**src/rtl/core/valve_pump_safety_interlock_top_macros.svh**
```systemverilog
// Assertion macros shared by the interlock RTL.
`ifndef VALVE_PUMP_SAFETY_INTERLOCK_TOP_MACROS_SVH
`define VALVE_PUMP_SAFETY_INTERLOCK_TOP_MACROS_SVH
`ifndef NO_ASSERTIONS
// Same-cycle implication, sampled on the rising clock, off while in reset.
`define VPSI_ASSERT_IMP(lbl, clk, rstn, ante, cons) \
  lbl: assert property (@(posedge clk) disable iff (!rstn) (ante) |-> (cons)) \
    else $error("interlock check failed");
// Next-cycle implication.
`define VPSI_ASSERT_NXT(lbl, clk, rstn, ante, cons) \
  lbl: assert property (@(posedge clk) disable iff (!rstn) (ante) |=> (cons)) \
    else $error("interlock check failed");
`else
`define VPSI_ASSERT_IMP(lbl, clk, rstn, ante, cons)
`define VPSI_ASSERT_NXT(lbl, clk, rstn, ante, cons)
`endif
`endif

```
**src/rtl/core/vpsi_pkg.sv**
```systemverilog
// Types, codes and constants of the valve and pump safety interlock.
`timescale 1ns / 1ps
package vpsi_pkg;

  // Slot layout: four groups of three relays, two groups per expander byte
  localparam int SLOTS        = 12;
  localparam int GROUP_STRIDE = 3;
  localparam int SLOT_W       = $clog2(SLOTS);
  localparam int CNT_W        = $clog2(SLOTS + 1);

  // Link must stay up this long before the loss timer disarms
  localparam int unsigned STABLE_MS = 5000;
  localparam logic [7:0]  IDLE_BYTE = 8'hFF;

  // Port widths
  localparam int IN_DATA_W  = 8;
  localparam int IN_USER_W  = 2;
  localparam int OUT_DATA_W = 56;
  localparam int CFG_W      = 32;
  localparam int CFG_ADDR_W = 2;

  // Parameter defaults
  localparam int DEF_BOX_COUNT   = 4;
  localparam int DEF_VALVES_EACH = 3;
  localparam int DEF_TIME_BITS   = 32;

  // Register reset values
  localparam logic [CFG_W-1:0] RST_VALVE_MAX_ON = 32'd3600000;
  localparam logic [CFG_W-1:0] RST_PUMP_TIMEOUT = 32'd1800000;
  localparam logic [CFG_W-1:0] RST_LINK_SAFETY  = 32'd300000;

  typedef enum logic [1:0] {
    OP_TICK  = 2'd0,
    OP_VALVE = 2'd1,
    OP_PUMP  = 2'd2,
    OP_STOP  = 2'd3
  } op_e;

  typedef enum logic [2:0] {
    ST_OK      = 3'd0,
    ST_IGNORED = 3'd1,
    ST_REFUSED = 3'd2,
    ST_LINK    = 3'd3,
    ST_CAP     = 3'd4,
    ST_PUMP    = 3'd5
  } status_e;

  typedef enum logic [CFG_ADDR_W-1:0] {
    CFG_VALVE_MAX_ON = 2'd0,
    CFG_PUMP_TIMEOUT = 2'd1,
    CFG_LINK_SAFETY  = 2'd2,
    CFG_ACTIVE_LOW   = 2'd3
  } cfg_idx_e;

  typedef enum logic [1:0] {
    S_IDLE,
    S_WALK,
    S_FINISH,
    S_DONE
  } state_e;

  // Slots that map onto a fitted valve
  function automatic logic [SLOTS-1:0] slot_mask(input int box_count, input int valves_each);
    logic [SLOTS-1:0] m;
    m = '0;
    for (int s = 0; s < SLOTS; s++) begin
      m[s] = ((s / GROUP_STRIDE) < box_count) && ((s % GROUP_STRIDE) < valves_each);
    end
    return m;
  endfunction

endpackage

```
**src/rtl/core/vpsi_ram.sv**
```systemverilog
// Generic single-write, single-read RAM with registered read data.
`timescale 1ns / 1ps
module vpsi_ram #(
  parameter int WIDTH = 32,
  parameter int DEPTH = 16
) (
  input  logic                     clk_i,
  input  logic                     we_i,
  input  logic [$clog2(DEPTH)-1:0] waddr_i,
  input  logic [WIDTH-1:0]         wdata_i,
  input  logic [$clog2(DEPTH)-1:0] raddr_i,
  output logic [WIDTH-1:0]         rdata_o
);

  logic [WIDTH-1:0] mem_q [DEPTH];
  logic [WIDTH-1:0] rdata_q;

  always_ff @(posedge clk_i) begin
    if (we_i) begin
      mem_q[waddr_i] <= wdata_i;
    end
    rdata_q <= mem_q[raddr_i];
  end

  assign rdata_o = rdata_q;

endmodule

```
**src/rtl/core/valve_pump_safety_interlock_top.sv**
```systemverilog
// Valve and pump safety interlock: command and tick processing, guards, relay images.
//
// Input words (s_axis) carry a command in tuser: a millisecond tick with the link-up
// bit, a set-valve, a set-pump or a stop-all. Every word gives exactly one result word
// on m_axis with both expander relay bytes, the pump drive level, the open, latch and
// capped masks and a status code.
// A command updates the state, then the result is loaded into the output register. A tick
// walks the open-time stamps, which live in a memory with registered read data: the cap
// guard reads one valve per cycle and checks each stamp once its read data is back, then
// the cap-stop and pump timeout checks run, and then the result is loaded.
// One word is processed at a time; the next is taken as soon as the previous result
// sits in the output register, even if the receiver has not yet taken it. If the
// receiver stalls, the finished result waits until the output register frees up.
// Reset closes every valve, clears latches, stops the pump, zeroes the clock and link
// timers and loads the register defaults; the stamp memory needs no clearing pass.
// Registers must be written via cfg_* only while idle; the block does not check this.
`timescale 1ns / 1ps
`include "valve_pump_safety_interlock_top_macros.svh"
module valve_pump_safety_interlock_top #(
  parameter int BOX_COUNT   = vpsi_pkg::DEF_BOX_COUNT,
  parameter int VALVES_EACH = vpsi_pkg::DEF_VALVES_EACH,
  parameter int TIME_BITS   = vpsi_pkg::DEF_TIME_BITS
) (
  input  logic                            clk_i,
  input  logic                            rst_ni,
  input  logic                            s_axis_tvalid_i,
  output logic                            s_axis_tready_o,
  // box[2:0], valve[5:3], on[6], link_up[7]
  input  logic [vpsi_pkg::IN_DATA_W-1:0]  s_axis_tdata_i,
  // op[1:0]
  input  logic [vpsi_pkg::IN_USER_W-1:0]  s_axis_tuser_i,
  output logic                            m_axis_tvalid_o,
  input  logic                            m_axis_tready_i,
  // expander_low[7:0], expander_high[15:8], pump_drive[16], open_mask[28:17],
  // latch_mask[40:29], capped_mask[52:41], status[55:53]
  output logic [vpsi_pkg::OUT_DATA_W-1:0] m_axis_tdata_o,
  input  logic                            cfg_we_i,
  input  logic [vpsi_pkg::CFG_ADDR_W-1:0] cfg_addr_i,
  input  logic [vpsi_pkg::CFG_W-1:0]      cfg_wdata_i
);

  localparam int SLOTS  = vpsi_pkg::SLOTS;
  localparam int SLOT_W = vpsi_pkg::SLOT_W;
  localparam int CNT_W  = vpsi_pkg::CNT_W;
  localparam int CMP_W  = (TIME_BITS > vpsi_pkg::CFG_W) ? TIME_BITS : vpsi_pkg::CFG_W;
  localparam logic [SLOTS-1:0] USED = vpsi_pkg::slot_mask(BOX_COUNT, VALVES_EACH);
  localparam logic [2:0] BOX_MAX   = 3'(BOX_COUNT);
  localparam logic [2:0] VALVE_MAX = 3'(VALVES_EACH);
  localparam logic [CNT_W-1:0] CNT_END = CNT_W'(SLOTS);
  localparam logic [TIME_BITS-1:0] STABLE_T = TIME_BITS'(vpsi_pkg::STABLE_MS);

  // Configuration registers
  logic [vpsi_pkg::CFG_W-1:0] valve_max_q, pump_timeout_q, link_safety_q;
  logic                       active_low_q;

  // Control and scalar state
  vpsi_pkg::state_e  state_q, state_d;
  logic [CNT_W-1:0]  cnt_q, cnt_d;
  logic [SLOTS-1:0]  open_q, open_d, latch_q, latch_d, capped_q, capped_d;
  logic              pump_q, pump_d, pump_exp_q, pump_exp_d;
  logic [TIME_BITS-1:0] clock_q, clock_d, last_act_q, last_act_d;
  logic              was_up_q, was_up_d, lost_armed_q, lost_armed_d;
  logic              stable_armed_q, stable_armed_d;
  logic [TIME_BITS-1:0] lost_at_q, lost_at_d, stable_at_q, stable_at_d;
  vpsi_pkg::status_e status_q, status_d;
  logic              out_valid_q, out_valid_d;
  logic [vpsi_pkg::OUT_DATA_W-1:0] out_data_q, out_data_d;

  // Stamp memory ports
  logic                 ram_we;
  logic [SLOT_W-1:0]    ram_raddr;
  logic [TIME_BITS-1:0] ram_rdata;

  // Input word fields
  vpsi_pkg::op_e in_op;
  logic [2:0]    in_box, in_valve;
  logic          in_on, in_link_up;

  assign in_op      = vpsi_pkg::op_e'(s_axis_tuser_i);
  assign in_box     = s_axis_tdata_i[2:0];
  assign in_valve   = s_axis_tdata_i[5:3];
  assign in_on      = s_axis_tdata_i[6];
  assign in_link_up = s_axis_tdata_i[7];

  // Valve address decode
  logic              addr_ok;
  logic [1:0]        box_m1, valve_m1;
  logic [SLOT_W-1:0] slot;

  assign addr_ok  = (in_box >= 3'd1) && (in_box <= BOX_MAX) &&
                    (in_valve >= 3'd1) && (in_valve <= VALVE_MAX);
  assign box_m1   = 2'(in_box - 3'd1);
  assign valve_m1 = 2'(in_valve - 3'd1);
  assign slot     = SLOT_W'(box_m1) * SLOT_W'(vpsi_pkg::GROUP_STRIDE) + SLOT_W'(valve_m1);

  // Guard comparisons, one subtract and compare each
  logic [TIME_BITS-1:0] clock_n, lost_ref;
  logic [TIME_BITS-1:0] since_act, since_lost, since_stable, since_open;
  logic any_open, active, lost_expired, stable_done, pump_expired, cap_expired;

  assign clock_n      = clock_q + TIME_BITS'(1);
  assign lost_ref     = lost_armed_q ? lost_at_q : clock_n;
  assign since_act    = clock_n - last_act_q;
  assign since_lost   = clock_n - lost_ref;
  assign since_stable = clock_n - stable_at_q;
  assign since_open   = clock_q - ram_rdata;
  assign any_open     = |(open_q & USED);
  assign active       = pump_q || any_open;
  assign lost_expired = CMP_W'(since_lost) >= CMP_W'(link_safety_q);
  assign stable_done  = since_stable >= STABLE_T;
  assign pump_expired = CMP_W'(since_act) >= CMP_W'(pump_timeout_q);
  assign cap_expired  = CMP_W'(since_open) >= CMP_W'(valve_max_q);

  // Result image
  logic [SLOTS-1:0] open_m, latch_m;
  logic [7:0]       bits_lo, bits_hi, exp_lo, exp_hi;
  logic             pump_drive;

  assign open_m     = open_q & USED;
  assign latch_m    = latch_q & USED;
  assign bits_lo    = {2'b00, open_m[5:0]};
  assign bits_hi    = {2'b00, open_m[11:6]};
  assign exp_lo     = active_low_q ? (~bits_lo & vpsi_pkg::IDLE_BYTE) : bits_lo;
  assign exp_hi     = active_low_q ? (~bits_hi & vpsi_pkg::IDLE_BYTE) : bits_hi;
  assign pump_drive = active_low_q ? ~pump_q : pump_q;

  // Open-time stamps, one entry per slot
  vpsi_ram #(
    .WIDTH (TIME_BITS),
    .DEPTH (SLOTS)
  ) u_stamp_ram (
    .clk_i   (clk_i),
    .we_i    (ram_we),
    .waddr_i (slot),
    .wdata_i (clock_q),
    .raddr_i (ram_raddr),
    .rdata_o (ram_rdata)
  );

  // Next state and datapath
  always_comb begin
    logic [SLOT_W-1:0] chk;
    logic              pump_left;
    chk            = SLOT_W'(cnt_q - CNT_W'(1));
    pump_left      = pump_q;
    state_d        = state_q;
    cnt_d          = cnt_q;
    open_d         = open_q;
    latch_d        = latch_q;
    capped_d       = capped_q;
    pump_d         = pump_q;
    pump_exp_d     = pump_exp_q;
    clock_d        = clock_q;
    last_act_d     = last_act_q;
    was_up_d       = was_up_q;
    lost_armed_d   = lost_armed_q;
    stable_armed_d = stable_armed_q;
    lost_at_d      = lost_at_q;
    stable_at_d    = stable_at_q;
    status_d       = status_q;
    out_valid_d    = out_valid_q && !m_axis_tready_i;
    out_data_d     = out_data_q;
    ram_we         = 1'b0;
    ram_raddr      = cnt_q[SLOT_W-1:0];
    s_axis_tready_o = 1'b0;

    case (state_q)
      vpsi_pkg::S_IDLE: begin
        s_axis_tready_o = 1'b1;
        if (s_axis_tvalid_i) begin
          status_d = vpsi_pkg::ST_OK;
          capped_d = '0;
          cnt_d    = '0;
          state_d  = vpsi_pkg::S_DONE;
          case (in_op)
            vpsi_pkg::OP_TICK: begin
              clock_d    = clock_n;
              pump_exp_d = pump_expired;
              state_d    = vpsi_pkg::S_WALK;
              if (in_link_up) begin
                if (!was_up_q) begin
                  was_up_d       = 1'b1;
                  stable_armed_d = 1'b1;
                  stable_at_d    = clock_n;
                end
                // a freshly armed stability timer has seen no time yet
                if (was_up_q && stable_armed_q && stable_done) begin
                  lost_armed_d = 1'b0;
                end
              end else begin
                if (was_up_q) begin
                  was_up_d       = 1'b0;
                  stable_armed_d = 1'b0;
                end
                if (!lost_armed_q) begin
                  lost_armed_d = 1'b1;
                  lost_at_d    = clock_n;
                end
                if (active && lost_expired) begin
                  open_d    = '0;
                  latch_d   = '0;
                  pump_d    = 1'b0;
                  lost_at_d = clock_n;
                  status_d  = vpsi_pkg::ST_LINK;
                end
              end
            end
            vpsi_pkg::OP_VALVE: begin
              if (!addr_ok) begin
                status_d = vpsi_pkg::ST_IGNORED;
              end else if (in_on && latch_q[slot]) begin
                status_d = vpsi_pkg::ST_REFUSED;
              end else begin
                if (!in_on) begin
                  latch_d[slot] = 1'b0;
                end
                // stamp only on the closed-to-open edge
                if (in_on && !open_q[slot]) begin
                  ram_we = 1'b1;
                end
                open_d[slot] = in_on;
                if (in_on) begin
                  last_act_d = clock_q;
                end
              end
            end
            vpsi_pkg::OP_PUMP: begin
              pump_d = in_on;
              if (in_on) begin
                last_act_d = clock_q;
              end
            end
            vpsi_pkg::OP_STOP: begin
              open_d  = '0;
              latch_d = '0;
              pump_d  = 1'b0;
            end
            default: ;
          endcase
        end
      end

      // Cap guard: read slot cnt, check slot cnt-1 against its stamp
      vpsi_pkg::S_WALK: begin
        cnt_d = cnt_q + CNT_W'(1);
        if (cnt_q != '0) begin
          if (open_q[chk] && USED[chk] && cap_expired) begin
            open_d[chk]   = 1'b0;
            latch_d[chk]  = 1'b1;
            capped_d[chk] = 1'b1;
          end
        end
        if (cnt_q == CNT_END) begin
          state_d = vpsi_pkg::S_FINISH;
        end
      end

      // Cap stop of the pump, then pump inactivity timeout
      vpsi_pkg::S_FINISH: begin
        if (capped_q != '0) begin
          status_d = vpsi_pkg::ST_CAP;
          if (!any_open) begin
            pump_left = 1'b0;
          end
        end
        pump_d = pump_left;
        if (pump_left && pump_exp_q) begin
          open_d   = '0;
          latch_d  = '0;
          pump_d   = 1'b0;
          status_d = vpsi_pkg::ST_PUMP;
        end
        state_d = vpsi_pkg::S_DONE;
      end

      // Load the result word once the output register is free
      vpsi_pkg::S_DONE: begin
        if (!out_valid_q || m_axis_tready_i) begin
          out_valid_d = 1'b1;
          out_data_d  = {status_q, capped_q, latch_m, open_m, pump_drive, exp_hi, exp_lo};
          state_d     = vpsi_pkg::S_IDLE;
        end
      end

      default: state_d = vpsi_pkg::S_IDLE;
    endcase
  end

  // Sequencer and interlock state
  always_ff @(posedge clk_i or negedge rst_ni) begin
    if (!rst_ni) begin
      state_q        <= vpsi_pkg::S_IDLE;
      cnt_q          <= '0;
      open_q         <= '0;
      latch_q        <= '0;
      pump_q         <= 1'b0;
      clock_q        <= '0;
      last_act_q     <= '0;
      was_up_q       <= 1'b0;
      lost_armed_q   <= 1'b0;
      stable_armed_q <= 1'b0;
      lost_at_q      <= '0;
      stable_at_q    <= '0;
      out_valid_q    <= 1'b0;
      capped_q       <= '0;
      status_q       <= vpsi_pkg::ST_OK;
    end else begin
      state_q        <= state_d;
      cnt_q          <= cnt_d;
      open_q         <= open_d;
      latch_q        <= latch_d;
      pump_q         <= pump_d;
      clock_q        <= clock_d;
      last_act_q     <= last_act_d;
      was_up_q       <= was_up_d;
      lost_armed_q   <= lost_armed_d;
      stable_armed_q <= stable_armed_d;
      lost_at_q      <= lost_at_d;
      stable_at_q    <= stable_at_d;
      out_valid_q    <= out_valid_d;
      capped_q       <= capped_d;
      status_q       <= status_d;
    end
  end

  // Per-word scratch and result payload
  always_ff @(posedge clk_i) begin
    pump_exp_q <= pump_exp_d;
    out_data_q <= out_data_d;
  end

  // Configuration registers
  always_ff @(posedge clk_i or negedge rst_ni) begin
    if (!rst_ni) begin
      valve_max_q    <= vpsi_pkg::RST_VALVE_MAX_ON;
      pump_timeout_q <= vpsi_pkg::RST_PUMP_TIMEOUT;
      link_safety_q  <= vpsi_pkg::RST_LINK_SAFETY;
      active_low_q   <= 1'b1;
    end else if (cfg_we_i) begin
      case (vpsi_pkg::cfg_idx_e'(cfg_addr_i))
        vpsi_pkg::CFG_VALVE_MAX_ON: valve_max_q    <= cfg_wdata_i;
        vpsi_pkg::CFG_PUMP_TIMEOUT: pump_timeout_q <= cfg_wdata_i;
        vpsi_pkg::CFG_LINK_SAFETY:  link_safety_q  <= cfg_wdata_i;
        vpsi_pkg::CFG_ACTIVE_LOW:   active_low_q   <= cfg_wdata_i[0];
        default: ;
      endcase
    end
  end

  assign m_axis_tvalid_o = out_valid_q;
  assign m_axis_tdata_o  = out_data_q;

  // A latched valve is never open
  `VPSI_ASSERT_IMP(a_open_latch_excl, clk_i, rst_ni, 1'b1, (open_q & latch_q) == '0)
  // Absent valves never open or latch
  `VPSI_ASSERT_IMP(a_unused_idle, clk_i, rst_ni, 1'b1, ((open_q | latch_q) & ~USED) == '0)
  // Once the walk is over, a capped valve shows up only with a cap or pump stop status
  `VPSI_ASSERT_IMP(a_capped_status, clk_i, rst_ni,
    capped_q != '0 && (state_q == vpsi_pkg::S_DONE || state_q == vpsi_pkg::S_IDLE),
    status_q == vpsi_pkg::ST_CAP || status_q == vpsi_pkg::ST_PUMP)
  // A finished word reaches the output once the register is free
  `VPSI_ASSERT_NXT(a_done_loads, clk_i, rst_ni,
    state_q == vpsi_pkg::S_DONE && (!out_valid_q || m_axis_tready_i), out_valid_q)

endmodule

```
**config.mk**
```make
export PLATFORM = sky130hd
export DESIGN_NAME = valve_pump_safety_interlock_top
export DESIGN_NICKNAME = d
export VERILOG_FILES = /design/src/rtl/core/vpsi_pkg.sv /design/src/rtl/core/vpsi_ram.sv /design/src/rtl/core/valve_pump_safety_interlock_top.sv
export VERILOG_INCLUDE_DIRS = /design/src /design/src/rtl/core
export SDC_FILE = /design/constraint.sdc
export NUM_CORES = 1
export LEC_CHECK = 0
export BUFFER_PORTS_ARGS = -buffer_cell sky130_fd_sc_hd__buf_2
export CAP_MARGIN = 20
export CORE_UTILIZATION = 66
export CTS_CLUSTER_SIZE = 16
export DETAILED_ROUTE_END_ITERATION = 10
export GPL_ROUTABILITY_DRIVEN = 0
export PLACE_DENSITY = 0.84
export RECOVER_POWER = 25
export SYNTH_ARGS = -nofsm -noshare
export SYNTH_HDL_FRONTEND = slang
export SYNTH_SLANG_ARGS = --single-unit
```
**constraint.sdc**
```tcl
create_clock -name clk_i -period 12 [get_ports clk_i]
set_input_delay 2.4 -clock clk_i [delete_from_list [all_inputs] [get_ports clk_i]]
set_output_delay 2.4 -clock clk_i [all_outputs]
set_load 0.01 [all_outputs]
```
# Yosys cells after proc, flatten, opt, wreduce, memory -nomap -nowiden
# Memory sizes are Yosys's and may differ from the RTL's. A register that Yosys moved wholly into a read port is not among the register bits.
# Cells that the tools add are included.
# classes
n_addsub	10
n_mul	1
magnitude_cmp	12
eq_ne	28
muxes	85
n_bitwise	11
n_reduce_logical	48
# op_table
operator	n
$mux 12	17
$mux 32	5
$pmux 12 s3	4
$sub 32x32->32	4
$ge 32x32->1	3
$pmux 32 s2	1
$add 32x1->32 const B	1
$ge 32x13->1 const B	1
$mux 1	31
$and 12x12->12	2
$not 12->12	2
$or 12x12->12	2
$pmux 12 s2	1
$reduce_and 5->1	4
$ne 2x2->1 const B	9
$ne 3x3->1 const B	6
$mux 2	8
$not 6->8	2
$logic_and 1x1->1	14
$bmux 1 s4	3
$bwmux 12	1
$eq 2x2->1 const B	6
$mux 6	2
$reduce_and 2->1	6
other kinds (36)	60
# word_totals
regBits	332
ramBits	384
rom_bits	16
inputBits	49
output_inout_bits	58
wordCells	219
memories	2
# mem_list
memory	depth	width	rd	rd_clocked_by_memory_dff	wr	line_no	source
u_stamp_ram.mem_q	12	32	1	1	1	vpsi_ram.sv:15	logic [WIDTH-1:0] mem_q [DEPTH];
(name not given)	16	1	1	0	0	valve_pump_safety_interlock_top.sv:247	if (open_q[chk] && USED[chk] && cap_expired) begin

# Logic depth before layout (Yosys ltp)
# logic_depth
depth_word	15
depth_mapped	36
ltp_nobuf	32

# Modules after synthesis
# Synthesis repeated with hierarchy kept, for this count alone.
# unflattened
hier_cells	3304
area_unflattened_um2	39285.2
# by_module_without_submodules
mod	n_inst	cells_each	area_per_inst_um2	seq_area_each_um2
valve_pump_safety_interlock_top	1	2640	24111.9	8541.9
vpsi_ram	1	664	15173.3	12171.7

# Worst setup path after synthesis
# No wires, ideal clock.
# synth_path
path_kind	input port to flip-flop
startpoint	input s_axis_tdata_i[0] (netlist bit)
endpoint	memory u_stamp_ram.mem_q[10][0] (enable)
setup_time_ns	0.461
t_arrival_ns	6.922
required_time_ns	11.539
path_slack_ns	4.617
stages	12
n_path_buf	1
path_cell_list	inv_1 ha_1 xnor2_1 xnor2_1 ha_1 mux4_2 nand3b_1 o21ai_1 a21oi_1 o2111ai_1 clkbuf_1 nor3_1
# synth_between
elab_chain_len	15
word_cells_on_any_way	23
cone_classes	2 x add/sub; 1 x mul; 2 x order compare; 12 x mux; 6 x reduce/logical
# synth_lines
item	line_no	source
start: declaration	valve_pump_safety_interlock_top.sv:29	input logic [vpsi_pkg::IN_DATA_W-1:0] s_axis_tdata_i,
$sub 2x1->2	valve_pump_safety_interlock_top.sv:92	assign box_m1 = 2'(in_box - 3'd1);
$mul 2x2->4	valve_pump_safety_interlock_top.sv:94	assign slot = SLOT_W'(box_m1) * SLOT_W'(vpsi_pkg::GROUP_STRIDE) + SLOT_W'(valve_m1);
$add 4x2->4	valve_pump_safety_interlock_top.sv:94	
$bmux 1 s4	valve_pump_safety_interlock_top.sv:218	if (in_on && !open_q[slot]) begin
$mux 1 (implied by the code)	valve_pump_safety_interlock_top.sv:218	
$logic_not 1->1	valve_pump_safety_interlock_top.sv:218	
$logic_and 1x1->1	valve_pump_safety_interlock_top.sv:218	
$mux 1	valve_pump_safety_interlock_top.sv:218	
$mux 1	valve_pump_safety_interlock_top.sv:211	end else if (in_on && latch_q[slot]) begin
$mux 1	valve_pump_safety_interlock_top.sv:209	if (!addr_ok) begin
$mux 1	valve_pump_safety_interlock_top.sv:175	case (in_op)
$mux 1	valve_pump_safety_interlock_top.sv:170	if (s_axis_tvalid_i) begin
$mux 1	valve_pump_safety_interlock_top.sv:167	case (state_q)
$mux 1	vpsi_ram.sv:19	if (we_i) begin
$mux 1 (implied by the code)	vpsi_ram.sv:20	mem_q[waddr_i] <= wdata_i;
end: declaration	vpsi_ram.sv:15	
# Parallel ways exist; a longest one is shown, timed or not. The select of a mux whose other input is x is not followed.

# Final worst setup path
# layout_path
startpoint	register clock_q[0]
endpoint	register latch_q[3] (netlist: latch_m[3])
# layout_between
elab_chain_len	7
word_cells_on_any_way	11
cone_classes	3 x add/sub; 2 x order compare; 2 x eq/ne; 1 x mux; 3 x reduce/logical
# layout_lines
item	line_no	source
start: declaration	valve_pump_safety_interlock_top.sv:61	logic [TIME_BITS-1:0] clock_q, clock_d, last_act_q, last_act_d;
start signal: assignment	valve_pump_safety_interlock_top.sv:313	clock_q <= clock_d;
$add 32x1->32 *	valve_pump_safety_interlock_top.sv:101	assign clock_n = clock_q + TIME_BITS'(1);
net clock_n[4]	valve_pump_safety_interlock_top.sv:97	logic [TIME_BITS-1:0] clock_n, lost_ref;
$mux 32	-	
$sub 32x32->32 *	valve_pump_safety_interlock_top.sv:104	assign since_lost = clock_n - lost_ref;
$ge 32x32->1 *	valve_pump_safety_interlock_top.sv:109	assign lost_expired = CMP_W'(since_lost) >= CMP_W'(link_safety_q);
$logic_and 1x1->1 *	valve_pump_safety_interlock_top.sv:199	if (active && lost_expired) begin
$ne 3x3->1 (no line) *	-	
$reduce_and 11->1 (no line) *	-	
end signal: assignment	valve_pump_safety_interlock_top.sv:311	latch_q <= latch_d;
end: declaration	valve_pump_safety_interlock_top.sv:59	logic [SLOTS-1:0] open_q, open_d, latch_q, latch_d, capped_q, capped_d;
# Mark *: on every way through the listed nets, which the timed path passes. The rest lies on a longest branch.
# A chain may end at the register's enable or synchronous reset.

==> run summary <==
Fillers: 3657
# DRC: 0
RSZ-0062 raised after global routing: false
drt pass-1 iters: 7
sum of negative setup slack: 0 ps
Clock Path Buffers: 3
Via density: 6.648
type of the worst setup path: reg -> reg
Post-synth EDFFs: 438
Port Buffer Count: 106
hold_buf cts: 0
Net count, final: 3638
total core area: 58910 um^2
fmax: 0.1113 GHz
type of the most critical hold path: reg -> reg
share of the synthesized area in the top cell type: 0.3352
Num CTS Buffers: 77
GRT busiest layer: met2
CTS H-tree lvls: 3
routed length per instance: 23.96 um
Die ar.: 60430 um^2
final hold vios: 0
Detail Placement HPWL: 65280 um
WHS Endpoint: m_axis_tdata_o[55]$_DFFE_PP_
layout cell share with drive strength beyond 1: 0.1695
commonest cells in the synthesized netlist: 438 x edfxtp_1, 270 x nand2_1, 244 x dfrtp_1, 242 x inv_1, 209 x nor2_1
Synth Net Count: 3567
hold path cells: 0
# rows: 89
clock sink count: 745
Setup violations, final: 0
Clock Pin Slew Worst Setup and Hold Paths: 60 ps
Mean Syn Cell Area: 11.85 um^2
Setup crit start kind: flip-flop
fin crit share: 0.7487
Antenna Nets Post-Route: 0
global-route met3 utilization: 0.06810
reg2reg setup slack: 3020 ps
post-placement cell area: 40460 um^2
register area share after synthesis: 0.5280
status: finished, final reports clean
max incr delay on CP: 800 ps
Final min period: 8984 ps
mux contribution to synthesized area: 0.1034
Netlist cell types: 112
clock latency on the worst-skew pair: 630 ps
Syn Std Cell Area: 39230 um^2
endpoint type of the worst setup path: flip-flop
Synth Area in Compound Gates: 0.1103
pwr dens: 222.1 nW/um^2
# diodes: 0
Synth area leaders: edfxtp_1 34%, dfrtp_1 16%, ha_1 6.4%
post-synthesis simple-gate area fraction: 0.1009
top-count cell post-synth: edfxtp_1
die height: 245.8 um
Synth Area in Adders: 0.07140
Synth Flop Type: edfxtp_1
dpl ws: 3328 ps
Cells after Synth: 3311
Initial DRC Count: 3276
initial antenna violation count: 7
total gr overflow: 0
Max FO, Critical Path: 37
yosys warns: 0
Starting Density: 0.6660
# placed instances: 4072
HP Start: status_q[2]$_DFFE_PN0P_
I/O Pins: 107
Reg with most FFs: u_stamp_ram.mem_q
M1 GR Usage: 0.4481
largest net degree at the start of global routing: 87
PnR worst setup slack: 3016 ps
Syn-to-layout area delta: 9.972%
R2R cell count: 28
#FFs+latches synth: 745
Worst Path Arrival: 9490 ps
GRT Util Overall: 0.3382
max-cap violation count: 0
VDD IR max: 196.6 uV
first-pass GRT wire length: 155700 um
ys async rst share: 0.3691
leakage power: 16.93 nW
Synth Area in XOR/XNOR: 0.04595
Slew @ Worst Pin: 1347 ps
Via Count: 28047
setup bufs post-CTS: 0
Worst R2R Start: clock_q[0]$_DFFE_PN0P_
CTS root buf: clkbuf_16
Final Max Tran Viols: 0
vias in the first global route: 27715
Worst path most repeated cell: ha_1
clk_skew: 24.05 ps
Fin Hold WS: 451.3 ps
Req. time, crit path: 12510 ps
design area: 43150 um^2
post-synth top area cell: edfxtp_1
final wirelength: 101100 um
max FFs per register: 384
FF-to-FF End: latch_m[3]$_DFFE_PN0P_
post-CTS resize count: 0
Die W: 245.8 um
largest family of logic cells by synthesized area: compound AO/OA/AOI/OAI gates
met2 track demand over resource: 0.5490
CTS tree: built
non-filler cells, final: 4219
Max-slew headroom: 0.1021
critical path's slowest cell: or4b_1
## layout by cell type (no fill, tap or decap), drive strengths merged, types with 35 or more instances in the layout
| master | n |
|---|---|
| a21o | 78 |
| a21oi | 148 |
| buf | 139 |
| clkbuf | 110 |
| dfrtp | 244 |
| edfxtp | 438 |
| ha | 202 |
| inv | 250 |
| mux2 | 104 |
| mux2i | 52 |
| mux4 | 105 |
| nand2 | 271 |
| nand3 | 62 |
| nand4 | 35 |
| nor2 | 212 |
| nor3 | 49 |
| o21ai | 209 |
| o31ai | 35 |
| xnor2 | 125 |
| xor2 | 71 |
## final cells by class
cell class	count	area, um^2	share of cell area
clock buffers	105	2186	0.05066
clock inverters	38	447.9	0.01038
inverters	244	915.9	0.02123
multi-input cells	2170	17050	0.3953
flip-flops and latches	745	20720	0.4803
well taps	773	967.2	0.02242
repair buffers	144	852.1	0.01975
## per-stage QoR
stage / utilization / total power, W
finish: 0.7324 / 0.009581
global route: 0.7324 / 0.01009
CTS: 0.7315 / 0.009518
detailed placement: 0.6868 / 0.007026
global placement: 0.6868 / 0.006848
floorplan: - / 0.005967
## logic make-up (layout without fill, tap and decap cells)
| kind of cell | after synthesis | count (layout) |
|---|---|---|
| AOI/OAI and AO/OA | 668 | 668 |
| xor gates and xnor gates | 198 | 198 |
| adders and majority gates | 224 | 224 |
| buffers and inverters | 396 | 531 |
| DFF | 745 | 745 |
| muxes | 261 | 261 |
| and+or+nand+nor | 819 | 819 |
## where the power goes
part	total [W]	switching, W	internal (W)
logic	0.00388	0.00227	0.00162
clock network	0.00247	0.00104	0.00143
registers	0.00323	0.000231	0.00300
total	0.00958	0.00354	0.00604
## worst max-delay path: cells and delay by family (launching register included)
family	cells	cell delay, ps
AND/OR/NAND/NOR	7	1960
AO/OA/AOI/OAI	16	4550
adder cells (fa/ha/maj)	3	900
XOR/XNOR	1	510
flip-flops	1	750
multiplexers	1	180
## how the worst max path moves through the flow
stage,end,from,cells past startpoint
3_5_place_dp,latch_m[3]$_DFFE_PN0P_,clock_q[0]$_DFFE_PN0P_,28
4_1_cts,latch_m[3]$_DFFE_PN0P_,clock_q[0]$_DFFE_PN0P_,28
3_3_place_gp,latch_m[11]$_DFFE_PN0P_,clock_q[0]$_DFFE_PN0P_,32
2_1_floorplan,u_stamp_ram.mem_q[10][0]$_DFFE_PP_,s_axis_tdata_i[0],12
6_report,latch_m[3]$_DFFE_PN0P_,clock_q[0]$_DFFE_PN0P_,28
5_1_grt,latch_m[7]$_DFFE_PN0P_,clock_q[0]$_DFFE_PN0P_,32
## routing by layer
metal  wire length, um  part of all wire
met1             39100              0.39
met2             48420              0.48
met3              9339             0.092
met4              4224             0.042
met5                24           0.00024
Power figures use the tool's default switching activity.
